`src/rtl/rlwq_pkg.sv`:
```
package rlwq_pkg;

    localparam int WAIT_DEPTH = 16;
    localparam int ID_BITS    = 16;
    localparam int COUNT_BITS = 8;
    localparam int FILL_BITS  = $clog2(WAIT_DEPTH + 1);

    typedef logic [ID_BITS-1:0]    t_id;
    typedef logic [COUNT_BITS-1:0] t_count;
    typedef logic [FILL_BITS-1:0]  t_fill;

    localparam t_count COUNT_MAX = '1;

    typedef enum logic [1:0] {
        OP_LOCK    = 2'd0,
        OP_RELEASE = 2'd1,
        OP_ADD     = 2'd2,
        OP_REMOVE  = 2'd3
    } t_op;

    typedef enum logic [2:0] {
        ST_OK        = 3'd0,
        ST_NULL_ID   = 3'd1,
        ST_BUSY      = 3'd2,
        ST_FULL      = 3'd3,
        ST_SATURATED = 3'd4,
        ST_NOT_FOUND = 3'd5
    } t_status;

    // control broadcast to every list cell
    typedef struct packed {
        logic  en;
        logic  shift;
        logic  append;
        t_id   id;
        t_fill fill;
        t_fill wr_pos;
    } t_cell_ctl;

endpackage

```
`src/rtl/rlwq_if.sv`:
```
interface rlwq_req_if;
    import rlwq_pkg::*;
    logic       valid;
    logic       ready;
    logic [1:0] opcode;
    t_id        requester_id;

    modport source (output valid, output opcode, output requester_id, input ready);
    modport sink   (input valid, input opcode, input requester_id, output ready);
endinterface

interface rlwq_rsp_if;
    import rlwq_pkg::*;
    logic       valid;
    logic       ready;
    logic       success;
    logic [2:0] status;
    logic       lock_free;
    logic       requester_is_owner;
    t_id        owner_id;
    t_count     hold_count;
    t_id        head_waiter;
    t_fill      waiter_total;

    modport source (output valid, output success, output status, output lock_free,
                    output requester_is_owner, output owner_id, output hold_count,
                    output head_waiter, output waiter_total, input ready);
    modport sink   (input valid, input success, input status, input lock_free,
                    input requester_is_owner, input owner_id, input hold_count,
                    input head_waiter, input waiter_total, output ready);
endinterface

```
`src/rtl/rlwq_cell.sv`:
```
module rlwq_cell (
    input  logic                i_clk,
    input  rlwq_pkg::t_cell_ctl i_ctl,
    input  rlwq_pkg::t_fill     i_index,
    input  logic                i_found,
    input  rlwq_pkg::t_id       i_right,
    output logic                o_found,
    output rlwq_pkg::t_id       o_slot,
    output rlwq_pkg::t_id       o_next
);
    import rlwq_pkg::*;

    t_id  r_slot;
    t_id  n_slot;
    logic w_match;

    assign w_match = (i_index < i_ctl.fill) && (r_slot == i_ctl.id);
    // a match here or to the left means this cell closes the gap
    assign o_found = i_found | w_match;

    always_comb begin
        n_slot = r_slot;
        if (i_ctl.append && (i_ctl.wr_pos == i_index)) begin
            n_slot = i_ctl.id;
        end else if (i_ctl.shift && o_found) begin
            n_slot = i_right;
        end
    end

    assign o_slot = r_slot;
    assign o_next = n_slot;

    always_ff @(posedge i_clk) begin
        if (i_ctl.en) begin
            r_slot <= n_slot;
        end
    end

endmodule

```
`src/rtl/recursive_lock_with_wait_queue_core.sv`:
```
// Channel   Dir  Fields
// i_req     in   opcode[1:0], requester_id[15:0]
// o_rsp     out  success, status[2:0], lock_free, requester_is_owner, owner_id[15:0],
//                hold_count[7:0], head_waiter[15:0], waiter_total[4:0]
//
// One request per cycle unless o_rsp stalls; the response follows in the next cycle.
// The waiter list is a row of 16 cells; the match search ripples through the row
// in the same cycle, so the row sets the critical path.
// Reset (synchronous, i_rst_n low) frees the lock and empties the list.
// A stalled response blocks new requests only while the output register is full
// and o_rsp.ready is low.
module recursive_lock_with_wait_queue_core (
    input  logic i_clk,
    input  logic i_rst_n,
    rlwq_req_if.sink   i_req,
    rlwq_rsp_if.source o_rsp
);
    import rlwq_pkg::*;

    typedef struct packed {
        logic    success;
        t_status status;
        logic    lock_free;
        logic    is_owner;
        t_id     owner;
        t_count  hold;
        t_id     head;
        t_fill   fill;
    } t_result;

    t_id       r_owner, n_owner;
    t_count    r_hold, n_hold;
    t_fill     r_fill, n_fill;
    logic      r_valid;
    t_result   r_out, n_out;
    t_cell_ctl w_ctl;
    logic      w_accept;
    t_op       w_op;
    t_id       w_id;
    logic      w_found [0:WAIT_DEPTH];
    t_id       w_slot  [0:WAIT_DEPTH-1];
    t_id       w_next  [0:WAIT_DEPTH-1];

    assign i_req.ready = !r_valid || o_rsp.ready;
    assign w_accept    = i_req.valid && i_req.ready;
    assign w_op        = t_op'(i_req.opcode);
    assign w_id        = i_req.requester_id;
    assign w_found[0]  = 1'b0;

    for (genvar k = 0; k < WAIT_DEPTH; k++) begin : g_cell
        rlwq_cell u_cell (
            .i_clk   (i_clk),
            .i_ctl   (w_ctl),
            .i_index (t_fill'(k)),
            .i_found (w_found[k]),
            .i_right (w_slot[(k + 1 < WAIT_DEPTH) ? k + 1 : k]),
            .o_found (w_found[k+1]),
            .o_slot  (w_slot[k]),
            .o_next  (w_next[k])
        );
    end

    // On a shift each cell at or right of the match takes its right neighbor's current
    // slot; the head comes from the next value of the first cell.
    always_comb begin
        n_owner       = r_owner;
        n_hold        = r_hold;
        n_fill        = r_fill;
        n_out.success = 1'b0;
        n_out.status  = ST_OK;
        w_ctl.en      = w_accept;
        w_ctl.shift   = 1'b0;
        w_ctl.append  = 1'b0;
        w_ctl.id      = w_id;
        w_ctl.fill    = r_fill;
        w_ctl.wr_pos  = r_fill;

        if (w_id == '0) begin
            n_out.status = ST_NULL_ID;
        end else begin
            unique case (w_op)
                OP_LOCK: begin
                    if (r_hold == '0) begin
                        n_owner       = w_id;
                        n_hold        = t_count'(1);
                        n_out.success = 1'b1;
                    end else if (r_owner == w_id) begin
                        if (r_hold == COUNT_MAX) begin
                            n_out.status = ST_SATURATED;
                        end else begin
                            n_hold        = r_hold + t_count'(1);
                            n_out.success = 1'b1;
                        end
                    end else begin
                        n_out.status = ST_BUSY;
                    end
                end
                OP_RELEASE: begin
                    if (r_owner != w_id || r_hold == '0) begin
                        n_out.status = ST_BUSY;
                    end else begin
                        n_hold        = r_hold - t_count'(1);
                        n_owner       = (n_hold == '0) ? '0 : r_owner;
                        n_out.success = 1'b1;
                    end
                end
                OP_ADD: begin
                    w_ctl.shift = 1'b1;
                    if (w_found[WAIT_DEPTH]) begin
                        // drop the old copy, requeue at the tail
                        w_ctl.append  = 1'b1;
                        w_ctl.wr_pos  = r_fill - t_fill'(1);
                        n_out.success = 1'b1;
                    end else if (r_fill >= t_fill'(WAIT_DEPTH)) begin
                        n_out.status = ST_FULL;
                    end else begin
                        w_ctl.append  = 1'b1;
                        n_fill        = r_fill + t_fill'(1);
                        n_out.success = 1'b1;
                    end
                end
                OP_REMOVE: begin
                    w_ctl.shift = 1'b1;
                    if (w_found[WAIT_DEPTH]) begin
                        n_fill        = r_fill - t_fill'(1);
                        n_out.success = 1'b1;
                    end else begin
                        n_out.status = ST_NOT_FOUND;
                    end
                end
                default: begin
                    n_out.status = ST_OK;
                end
            endcase
        end

        n_out.lock_free = (n_hold == '0);
        n_out.is_owner  = (w_id != '0) && (w_id == n_owner);
        n_out.owner     = n_owner;
        n_out.hold      = n_hold;
        n_out.head      = (n_fill != '0) ? w_next[0] : '0;
        n_out.fill      = n_fill;
    end

    always_ff @(posedge i_clk) begin
        if (!i_rst_n) begin
            r_owner <= '0;
            r_hold  <= '0;
            r_fill  <= '0;
            r_valid <= 1'b0;
        end else begin
            if (w_accept) begin
                r_owner <= n_owner;
                r_hold  <= n_hold;
                r_fill  <= n_fill;
                r_valid <= 1'b1;
            end else if (o_rsp.ready) begin
                r_valid <= 1'b0;
            end
        end
    end

    always_ff @(posedge i_clk) begin
        if (w_accept) begin
            r_out <= n_out;
        end
    end

    assign o_rsp.valid              = r_valid;
    assign o_rsp.success            = r_out.success;
    assign o_rsp.status             = r_out.status;
    assign o_rsp.lock_free          = r_out.lock_free;
    assign o_rsp.requester_is_owner = r_out.is_owner;
    assign o_rsp.owner_id           = r_out.owner;
    assign o_rsp.hold_count         = r_out.hold;
    assign o_rsp.head_waiter        = r_out.head;
    assign o_rsp.waiter_total       = r_out.fill;

    a_fill_range: assert property (@(posedge i_clk) disable iff (!i_rst_n)
        r_fill <= t_fill'(WAIT_DEPTH))
        else $error("waiter count beyond list depth");

    a_owner_hold: assert property (@(posedge i_clk) disable iff (!i_rst_n)
        (r_hold == '0) == (r_owner == '0))
        else $error("owner and hold count disagree");

    a_success_ok: assert property (@(posedge i_clk) disable iff (!i_rst_n)
        o_rsp.valid |-> (o_rsp.success == (o_rsp.status == ST_OK)))
        else $error("success flag and status disagree");

    a_stall_hold: assert property (@(posedge i_clk) disable iff (!i_rst_n)
        (o_rsp.valid && !o_rsp.ready) |=> ($stable(r_fill) && $stable(r_hold)))
        else $error("state moved while response stalled");

    a_fill_step: assert property (@(posedge i_clk) disable iff (!i_rst_n)
        w_accept |=> ((r_fill == $past(r_fill)) || (r_fill == $past(r_fill) + t_fill'(1))
                      || (r_fill == $past(r_fill) - t_fill'(1))))
        else $error("waiter count changed by more than one");

endmodule

```
`src/flat_wrapper.sv`:
```
// flat-port wrapper written by rule: the top's interface ports become plain ports
module recursive_lock_with_wait_queue_core_flat import rlwq_pkg::*;
  (i_clk, i_rst_n, i_req_valid, i_req_opcode, i_req_requester_id, i_req_ready, o_rsp_valid, o_rsp_success, o_rsp_status, o_rsp_lock_free, o_rsp_requester_is_owner, o_rsp_owner_id, o_rsp_hold_count, o_rsp_head_waiter, o_rsp_waiter_total, o_rsp_ready);
  rlwq_req_if i_req_i ();
  rlwq_rsp_if o_rsp_i ();
  input  logic i_clk;
  input  logic i_rst_n;
  input wire logic [$bits(i_req_i.valid)-1:0] i_req_valid;
  input wire logic [$bits(i_req_i.opcode)-1:0] i_req_opcode;
  input wire logic [$bits(i_req_i.requester_id)-1:0] i_req_requester_id;
  output wire logic [$bits(i_req_i.ready)-1:0] i_req_ready;
  output wire logic [$bits(o_rsp_i.valid)-1:0] o_rsp_valid;
  output wire logic [$bits(o_rsp_i.success)-1:0] o_rsp_success;
  output wire logic [$bits(o_rsp_i.status)-1:0] o_rsp_status;
  output wire logic [$bits(o_rsp_i.lock_free)-1:0] o_rsp_lock_free;
  output wire logic [$bits(o_rsp_i.requester_is_owner)-1:0] o_rsp_requester_is_owner;
  output wire logic [$bits(o_rsp_i.owner_id)-1:0] o_rsp_owner_id;
  output wire logic [$bits(o_rsp_i.hold_count)-1:0] o_rsp_hold_count;
  output wire logic [$bits(o_rsp_i.head_waiter)-1:0] o_rsp_head_waiter;
  output wire logic [$bits(o_rsp_i.waiter_total)-1:0] o_rsp_waiter_total;
  input wire logic [$bits(o_rsp_i.ready)-1:0] o_rsp_ready;
  assign i_req_i.valid = i_req_valid;
  assign i_req_i.opcode = i_req_opcode;
  assign i_req_i.requester_id = i_req_requester_id;
  assign i_req_ready = i_req_i.ready;
  assign o_rsp_valid = o_rsp_i.valid;
  assign o_rsp_success = o_rsp_i.success;
  assign o_rsp_status = o_rsp_i.status;
  assign o_rsp_lock_free = o_rsp_i.lock_free;
  assign o_rsp_requester_is_owner = o_rsp_i.requester_is_owner;
  assign o_rsp_owner_id = o_rsp_i.owner_id;
  assign o_rsp_hold_count = o_rsp_i.hold_count;
  assign o_rsp_head_waiter = o_rsp_i.head_waiter;
  assign o_rsp_waiter_total = o_rsp_i.waiter_total;
  assign o_rsp_i.ready = o_rsp_ready;
  recursive_lock_with_wait_queue_core u_core (.i_clk(i_clk), .i_rst_n(i_rst_n), .i_req(i_req_i), .o_rsp(o_rsp_i));
endmodule
```
`config.mk`:
```
export PLATFORM = sky130hd
export DESIGN_NAME = recursive_lock_with_wait_queue_core_flat
export DESIGN_NICKNAME = d
export VERILOG_FILES = /design/src/rtl/rlwq_pkg.sv /design/src/rtl/rlwq_if.sv /design/src/rtl/rlwq_cell.sv /design/src/rtl/recursive_lock_with_wait_queue_core.sv /design/src/flat_wrapper.sv
export SDC_FILE = /design/constraint.sdc
export NUM_CORES = 1
export LEC_CHECK = 0
export BUFFER_PORTS_ARGS = -buffer_cell sky130_fd_sc_hd__buf_2
export CORE_MARGIN = 2
export CORE_UTILIZATION = 35
export CTS_CLUSTER_SIZE = 20
export DETAILED_ROUTE_END_ITERATION = 6
export HOLD_SLACK_MARGIN = 0.03
export PLACE_DENSITY = 0.5
export RECOVER_POWER = 100
export SLEW_MARGIN = 15
export SYNTH_ARGS = -nofsm -noshare
export SYNTH_HDL_FRONTEND = slang
export SYNTH_HIERARCHICAL = 1
export SYNTH_SLANG_ARGS = --single-unit
```
`constraint.sdc`:
```
create_clock -name i_clk -period 27.9 [get_ports i_clk]
set_clock_uncertainty 0.15 [all_clocks]
set_input_delay 5.58 -clock i_clk [delete_from_list [all_inputs] [get_ports i_clk]]
set_output_delay 5.58 -clock i_clk [all_outputs]
set_load 0.03 [all_outputs]
```
==> impl_metrics.toml, run 1 <==
[status]
failed_checks = "capacitance limit, slew limit"
status = "finished, violations left"

[sta]
finalCriticalPeriod_ps = 18820
tightest_slew_ps = 8210
setup_viol = 0
setup_slack_ps = 9080
fmax_mhz = 53.1
max-slew-margin-rel_pct = -447
rsz0062_at_grt = "false"
fin_crit_sh_pct = 67.5
fin_setup_tns_ps = 0
finalHoldViolations = 0
maxSlewViolCount = 452

[yosys]
synth_compound_area_share_pct = 12.9
ys_warn_count = 6
synthTopCellsByArea = "edfxtp_1 39%, xor2_1 12%, mux2i_1 11%, a21oi_1 6.5%, nor2_1 4.9%"
synth_area_per_cell_um2 = 10.1
synth_top_area_share_pct = 39.0
ys_types = 75
netlist_instances = 2344
syn_area_um2 = 23600
synthArstFlopShare_pct = 0
yosys.area.top_type = "edfxtp_1"
synthAdderAreaFrac_pct = 3.65
synthSimpleGateAreaFrac_pct = 13.4
synthMuxAreaShare_pct = 11.1
yosysSeqAreaShare_pct = 41.5
synth-xor-area-share_pct = 13.3
synth-edff-count = 307
ys.flop_type = "edfxtp_1"
ys_ff_latch = 337
synth_top_family_by_area = "simple AND/OR/NAND/NOR gates"

[worst_setup_path]
path_max_fanout = 148
required_ps = 26830
worstSetupStartpointType = "input pin"
r2r-start = "u_core/o_rsp.valid"
r2r_setup_slack_ps = 13940
path_class = "in2reg"
end_kind = "register"
rr_endpoint = "u_core/g_cell[7].u_cell/o_slot[14]"
crit_top_cell = "clkbuf_1"
path_cells = "buf_2 > nand2b_1 > nand2_1 > clkbuf_1 > clkinvlp_2 > clkbuf_1 > clkbuf_1"
crit_slowest_cell = "clkinvlp_2"
path_buf_inv = 5
critPathMaxStageDelay_ps = 5200
worst_path_dominant_cell_family = "buffers and inverters"
rr_worst_depth = 6
arrival_ps = 17750

[job]
drv_cap = 7

[clock_network]
cts_sinks = 337
clkLatencyLatePin_ps = 580
cts_max_level = 2
cts_resized = 0
cts_setup_buffers = 0
clock_path_buffers = 3
holdBufCountCts = 0
numCtsBuffers = 41
cts.clk_slew.worst_paths_ps = 60
clockRootBuffer = "clkbuf_16"
cts_tree = "yes"

[pwr]
power_density_nw_per_um2 = 54.2
ir_worst_vdd_mv = 0.0349
p_leak_nw = 10.0

[global_route]
antenna_found_initial = 2
grt_first_pass_wirelength_um = 103000
grt_pass1_vias = 17289
grt_usage_pct = 18.8
grt_max_degree = 198
overflow = 0

[place]
numPortBuffers = 74
routabilityCongestion = 0.817
post-place-ws_ps = 14180
hpwl_um = 44700

[route]
vias_per_cell = 5.13
post-route-drc-count = 0
vias = 17774
first_pass_iters = 5
detail-route-antenna-nets = 0
drt_wl_total_um = 66600
drtIter0Drc = 1405
wl_per_cell_um = 19.2

[floorplan]
die_y_um = 264
start_util_pct = 35.3
rows = 95
pin_count = 75
dieWidth_um = 264
die_area_um2 = 69600
core-area_um2 = 67000

[finish]
fillCellCount = 6681
area_growth_pct = 12.4
num-nets-final = 2655
diodes = 0
drive_above_1_share_pct = 7.09

[hold_path]
holdPathEnd = "u_core/r_owner[13]"
hp-start = "u_core/r_owner[13]"
whs_path_depth = 2
worstHoldPathType = "reg2reg"
-- logic make-up after synthesis --
kind of cell / Yosys count
DFF: 337
buffers and inverters: 206
adders and majority gates: 69
xor gates and xnor gates: 360
muxes: 261
other: 2
AOI/OAI and AO/OA: 470
and+or+nand+nor: 639
-- sequential cells by signal, summed over array words and instances (netlist names), 3 cells and up --
signal,flops
u_core/r_hold,8
u_core/r_owner,16
u_core/o_rsp.owner_id,16
u_core/r_fill,5
u_core/o_rsp.head_waiter,16
u_core/g_cell.u_cell/o_slot,256
u_core/o_rsp.waiter_total,5
u_core/o_rsp.status,3
u_core/o_rsp.hold_count,8
-- worst max-delay path by stage --
stage,startpoint,endpoint,cells after the start
6_report,o_rsp_ready,u_core/g_cell[7].u_cell/o_slot[14],7
5_1_grt,o_rsp_ready,u_core/r_hold[3],9
4_1_cts,i_req_requester_id[11],u_core/g_cell[7].u_cell/o_slot[11],28
2_1_floorplan,o_rsp_ready,u_core/g_cell[0].u_cell/o_slot[0],4
3_5_place_dp,i_req_requester_id[11],u_core/g_cell[7].u_cell/o_slot[1],28
3_3_place_gp,i_req_requester_id[11],u_core/g_cell[7].u_cell/o_slot[15],28
-- where the power goes --
part | leakage, nW | internal [mW] | total, mW | switching (mW)
logic | 6.19 | 0.105 | 0.273 | 0.168
registers | 3.23 | 0.617 | 0.660 | 0.0435
clock network | 0.626 | 0.282 | 0.506 | 0.224
total | 10.0 | 1.00 | 1.44 | 0.436
-- worst min-delay path, delay by kind of cell (launching register included) --
kind / cells / cell delay [ps]
AND/OR/NAND/NOR: 1 / 70
AO/OA/AOI/OAI: 1 / 70
flip-flops: 1 / 360
-- synth_stat cells, types with 3 or more instances --
cell type    n
o31ai_1      4
edfxtp_1   307
buf_2        8
clkbuf_1    69
a22o_1       7
o21ai_0     17
nand4_1     23
nor3_1      45
a21o_1      15
a31oi_1      8
o21ai_2     15
nand3_1     44
o22ai_1      6
nor2b_1     10
and2_1       9
a21oi_1    306
nor4_1      53
o31ai_4     14
xnor2_1     29
inv_1      108
buf_8       14
o211ai_1     4
o21ai_4      3
ha_1        69
and3_1       5
nand2b_1    18
nor3b_1     12
or3_1        7
xor2_1     331
and2_4      10
nand2_1     61
o211a_1      5
mux2i_1    261
a211oi_1    14
a21boi_1     5
nor4_2      21
nor2_1     309
o21bai_1    14
dfxtp_1     30
a21boi_0     5
buf_6        3
a221oi_1     3
-- cell usage in the layout, fill, tap and decap left out, types with 19 or more instances in the layout --
master,count
nor4_1,55
buf_2,19
nand3_1,44
clkbuf_16,41
nand2_1,61
nor3_1,44
conb_1,162
xnor2_1,27
xor2_1,330
a21oi_1,306
nand4_1,23
inv_1,107
mux2i_1,261
buf_4,28
nor2_1,309
dfxtp_1,30
edfxtp_1,307
ha_1,69
clkbuf_1,71
nor4_2,19
-- area by class of cell --
class,count,area [um^2],area share (%)
Clock buffer,50,1100,4.14
Clock inverter,24,148,0.556
Inverter,110,417,1.57
Multi-Input combinational cell,1961,13400,50.6
Sequential cell,337,9820,37.0
Tap cell,873,1090,4.11
Timing Repair Buffer,113,553,2.08
-- routing by layer --
metal  vias to the layer above  global-route usage, %  share of wire [%]
met4                         0                   4.93                2.3
met5                         -                      0                  0
li1                       8745                      -                  -
met3                        83                   2.61                3.9
met1                      8578                   25.0                 45
met2                       368                   32.0                 49
-- metrics by stage --
step                utilization, %  instance area, um^2  hold WS [ps]  power [mW]  std cells
floorplan                        -                24200           333       0.862       2504
global placement              38.0                25500           362       0.936       3393
detailed placement            38.0                25500           358       0.943       3393
CTS                           39.9                26700           367        1.45       3467
global route                  39.6                26600           427        1.51       3468
finish                        39.6                26600           391        1.44       3468
Power figures use the tool's default switching activity.
==> run 2, diff against run 1 <==
Settings changed: ABC_AREA set to 1, PLACE_DENSITY 0.5 to 0.52.
Clock period 27.9 ns to 17 ns, I/O delays scaled along.
==> run 2 against run 1 <==
The flow still finishes with violations (capacitance limit, slew limit). Global-route usage rose by 1.2 points. Via count increased by 50%. Critical endpoint is now u_core/g_cell[2].u_cell/o_slot[4]. Power increased by 80%. Synthesized cell count rose by 95%. Synthesized area grew 22%. Critical path depth increased by 42.
==> impl_metrics.toml, run 2 <==
[status]
status = "finished, violations left"
failed_checks = "capacitance limit, slew limit"

[clock_network]
cts_tree = "yes"
numCtsBuffers = 45
holdBufCountCts = 0
clockRootBuffer = "clkbuf_16"
cts_resized = 0
clkLatencyLatePin_ps = 610
clock_path_buffers = 3
cts_sinks = 337
cts.clk_slew.worst_paths_ps = 50
cts_max_level = 2
cts_setup_buffers = 0

[worst_setup_path]
crit_slowest_cell = "clkbuf_1"
path_buf_inv = 18
r2r_setup_slack_ps = 6030
critPathMaxStageDelay_ps = 1040
end_kind = "register"
worst_path_dominant_cell_family = "simple AND/OR/NAND/NOR gates"
crit_top_cell = "inv_1"
path_class = "in2reg"
cp.depth = 49
rr_worst_depth = 47
path_max_fanout = 28
arrival_ps = 14220
required_ps = 17190
worstSetupStartpointType = "input pin"

[yosys]
yosysSeqAreaShare_pct = 34.1
synthArstFlopShare_pct = 0
synth-edff-count = 307
yosys.area.top_type = "edfxtp_1"
netlist_instances = 4570
synth_top_area_share_pct = 32.0
ys_types = 40
synthTopCellsByArea = "edfxtp_1 32%, nand2_1 23%, inv_1 13%, nand3_1 9.9%, nor2_1 3.1%"
synth_commonest_cells = "1778 x nand2_1, 1013 x inv_1, 568 x nand3_1"
ys.flop_type = "edfxtp_1"
synth_area_per_cell_um2 = 6.29
ys_warn_count = 6
synth.most_common_cell = "nand2_1"
ys_ff_latch = 337
syn_area_um2 = 28800

[route]
post-route-drc-count = 0
wl_met3_um = 3620
drt_wl_total_um = 85000
topRoutingLayerUsed = "met5"
vias = 26609
detail-route-antenna-nets = 0
vias_per_cell = 4.53
wl_met1_um = 40200
met2_length_um = 39000
first_pass_iters = 5
drtIter0Drc = 1769
wl_per_cell_um = 14.5

[floorplan]
die_y_um = 291
die_area_um2 = 84500
dieWidth_um = 291
pin_count = 75
rows = 105
core-area_um2 = 81700
start_util_pct = 35.2

[sta]
fin_setup_tns_ps = 0
tightest_slew_ps = 4960
setup_slack_ps = 2970
fin_crit_sh_pct = 82.5
max-slew-margin-rel_pct = -232
maxSlewViolCount = 378
rsz0062_at_grt = "false"
finalCriticalPeriod_ps = 14030
setup_viol = 0
finalHoldViolations = 0
fmax_mhz = 71.3

[global_route]
grt_pass1_vias = 25300
antenna_found_initial = 4
grt_first_pass_wirelength_um = 137000
overflow = 0
grt_max_degree = 195
grt_usage_pct = 20.0

[place]
post-place-ws_ps = 4150
hpwl_um = 58900
routabilityCongestion = 0.859
place_inst = 5794
numPortBuffers = 74
postPlaceCellArea_um2 = 30600

[finish]
area_growth_pct = 10.6
diodes = 0
drive_above_1_share_pct = 4.98
final_common_cell = "nand2_1"
num-nets-final = 4862
largest_reg_flops = 256
final_cell_area_um2 = 31800
final_cells = 5874
final_cell_mix = "1787 x nand2_1, 1027 x inv_1, 577 x nand3_1"

[pwr]
ir_worst_vdd_mv = 0.0586
power_density_nw_per_um2 = 81.6
power_mw = 2.59
p_leak_nw = 17.9

[hold_path]
whs_path_depth = 2
worstHoldPathType = "reg2reg"

[job]
drv_cap = 5
run 2: layout make-up:
cell class	count	area (um^2)
Clock buffer	60	1210
Sequential cell	337	9820
Tap cell	1070	1340
Timing Repair Buffer	111	574
Clock inverter	20	196
Inverter	1045	3930
Fill cell	8948	49900
Multi-Input combinational cell	3231	14700
run 2: kinds of logic (layout without fill, tap and decap cells):
family / after synthesis / in the layout / synth area share (%)
XOR/XNOR: 56 / 56 / 1.71
AND/OR/NAND/NOR: 2719 / 2719 / 40.4
AO/OA/AOI/OAI: 226 / 226 / 4.29
adder cells (fa/ha/maj): 69 / 69 / 3.00
other: 2 / 161 / 0.0261
buffers and inverters: 1161 / 1236 / 16.4
flip-flops: 337 / 337 / 34.1
run 2: worst paths after layout:
path                              start                           endpoint
setup / recovery  i_req_requester_id[4]  u_core/g_cell[2].u_cell/o_slot[4]
hold / removal       u_core/o_rsp.valid                 u_core/o_rsp.valid
setup reg to reg       u_core/r_fill[3]  u_core/g_cell[2].u_cell/o_slot[4]
hold reg to reg      u_core/o_rsp.valid                 u_core/o_rsp.valid
run 2: worst min-delay path: stages, from the launching register on:
cell and delay (ps):
dfxtp_1 300, nand2_1 90, a21oi_1 70
run 2: stage by stage:
step	hold slack [ps]	util, %
2_1_floorplan	377	-
3_3_place_gp	356	37.5
3_5_place_dp	359	37.5
4_1_cts	367	39.2
5_1_grt	427	38.9
6_report	367	38.9
run 2: routing by layer:
layer / global-route usage (%) / vias up
li1: - / 14173
met1: 26.8 / 11901
met2: 33.7 / 424
met3: 2.46 / 109
met4: 5.71 / 2
met5: 0 / -
run 2: report_power, final:
group | switching [mW] | internal, mW | leakage [nW]
clock network | 0.400 | 0.534 | 0.687
registers | 0.0534 | 1.01 | 3.19
logic | 0.416 | 0.181 | 14.0
total | 0.869 | 1.73 | 17.9
==> run 3, diff against run 2 <==
Clock period 17 ns to 12.4 ns, I/O delays scaled along.
==> run 3 against run 2 <==
The run still ends with capacitance limit, slew limit left. Utilization is 0.26 points higher. Highest routed layer is now met4. Largest power group unchanged. Critical endpoint is now u_core/g_cell[14].u_cell/o_slot[5]. Die area stayed put. Critical path type unchanged. Power is 39% higher. Clock power is 43% higher. Sequential cell count stayed put. Sequential share of layout area is 0.20 points lower.
==> impl_metrics.toml, run 3 (same netlist as run 2, synthesis figures left out) <==
[sta]
fmax_mhz = 91.0
max-slew-margin-rel_pct = -273
finalCriticalPeriod_ps = 10980
setup_viol = 0
finalHoldViolations = 0
maxSlewViolCount = 385
tightest_slew_ps = 5560
rsz0062_at_grt = "false"
fin_setup_tns_ps = 0
fin_crit_sh_pct = 88.6

[worst_setup_path]
critPathMaxStageDelay_ps = 1780
worstSetupStartpointType = "input pin"
crit_slowest_cell = "clkbuf_1"
required_ps = 12700
path_max_fanout = 32
crit_top_cell = "inv_1"
arrival_ps = 11290
end_kind = "register"
path_class = "in2reg"

[clock_network]
cts_max_level = 2
cts_setup_buffers = 0
cts_tree = "yes"
clockRootBuffer = "clkbuf_16"
numCtsBuffers = 46
cts_sinks = 337
clock_path_buffers = 3
clkLatencyLatePin_ps = 620
cts.clk_slew.worst_paths_ps = 50
holdBufCountCts = 0
cts_resized = 0

[global_route]
overflow = 0
grt_max_degree = 144
grt_first_pass_wirelength_um = 136000
grt_pass1_vias = 24900
grt_usage_pct = 20.0
antenna_found_initial = 4

[place]
place_inst = 5811
numPortBuffers = 74
routabilityCongestion = 0.842
hpwl_um = 59600
postPlaceCellArea_um2 = 30700

[finish]
final_cell_mix = "1784 x nand2_1, 1023 x inv_1, 576 x nand3_1"
final_cells = 5896
drive_above_1_share_pct = 5.59
num-nets-final = 4880
final_common_cell = "nand2_1"
final_cell_area_um2 = 32000
largest_reg_flops = 256
regArea_um2 = 9820
area_growth_pct = 11.3
fillCellCount = 8904
diodes = 0
multiInputGateArea_um2 = 14800

[route]
vias_per_cell = 4.53
detail-route-antenna-nets = 0
drt_wl_total_um = 85400
wl_per_cell_um = 14.5
drtIter0Drc = 1882
vias = 26704
post-route-drc-count = 0
first_pass_iters = 6

[floorplan]
die_y_um = 291
pin_count = 75
core-area_um2 = 81700
dieWidth_um = 291
rows = 105
die_area_um2 = 84500
start_util_pct = 35.2

[status]
failed_checks = "capacitance limit, slew limit"
status = "finished, violations left"

[hold_path]
worstHoldPathType = "reg2reg"

[job]
drv_cap = 4

[pwr]
ir_worst_vdd_mv = 0.109
power_density_nw_per_um2 = 113
p_leak_nw = 18.0
[run 3: cell types whose count changed in the layout (fill, tap and decap cells not counted), sizes merged]
| cell | change |
|---|---|
| clkbuf | +3 |
| inv | +1 |
| bufinv | +2 |
| buf | +17 |
| clkinv | -1 |
[run 3: report_power, final]
group          internal [mW]  switching (mW)  total (mW)
logic                  0.251           0.568       0.819
clock network          0.786           0.554        1.34
registers               1.38          0.0745        1.46
total                   2.42            1.20        3.62
[run 3: final timing paths]
check	cells after the start	slack (ps)	endpoint	startpoint
hold reg to reg	2	380	u_core/o_rsp.valid	u_core/o_rsp.valid
setup reg to reg	45	3050	u_core/g_cell[14].u_cell/o_slot[5]	u_core/r_fill[4]
setup / recovery	35	1420	u_core/g_cell[14].u_cell/o_slot[5]	i_req_requester_id[5]
hold / removal	2	380	u_core/o_rsp.valid	u_core/o_rsp.valid
[run 3: area by class of cell]
class | count | share of cell area (%)
multi-input cells | 3231 | 46.1
clock buffers | 63 | 3.86
clock inverters | 22 | 0.782
flip-flops and latches | 337 | 30.7
repair buffers | 128 | 2.16
inverters | 1045 | 12.3
well taps | 1070 | 4.18
[run 3: worst max-delay path, delay by kind of cell]
| family | cells | cell delay [ps] |
|---|---|---|
| simple gates | 18 | 3070 |
| buf+inv | 13 | 4200 |
| compound gates | 4 | 1460 |
[run 3: metal layers]
layer	vias up	global-route usage, %	share of wire (%)
met4	0	5.61	2.5
met5	-	0	0
met3	95	2.09	4.1
li1	14202	-	-
met1	11941	27.4	48
met2	466	33.3	45
[run 3: metrics by stage]
| stage | total power, mW | hold WS [ps] | setup WS [ps] | utilization [%] |
|---|---|---|---|---|
| after floorplan | 2.07 | 377 | 824 | - |
| after global routing | 3.84 | 418 | 485 | 39.2 |
| after global placement | 2.29 | 357 | 1390 | 37.6 |
| after detailed placement | 2.30 | 359 | 1290 | 37.6 |
| final | 3.62 | 378 | 1420 | 39.2 |
| after CTS | 3.66 | 368 | 1910 | 39.4 |
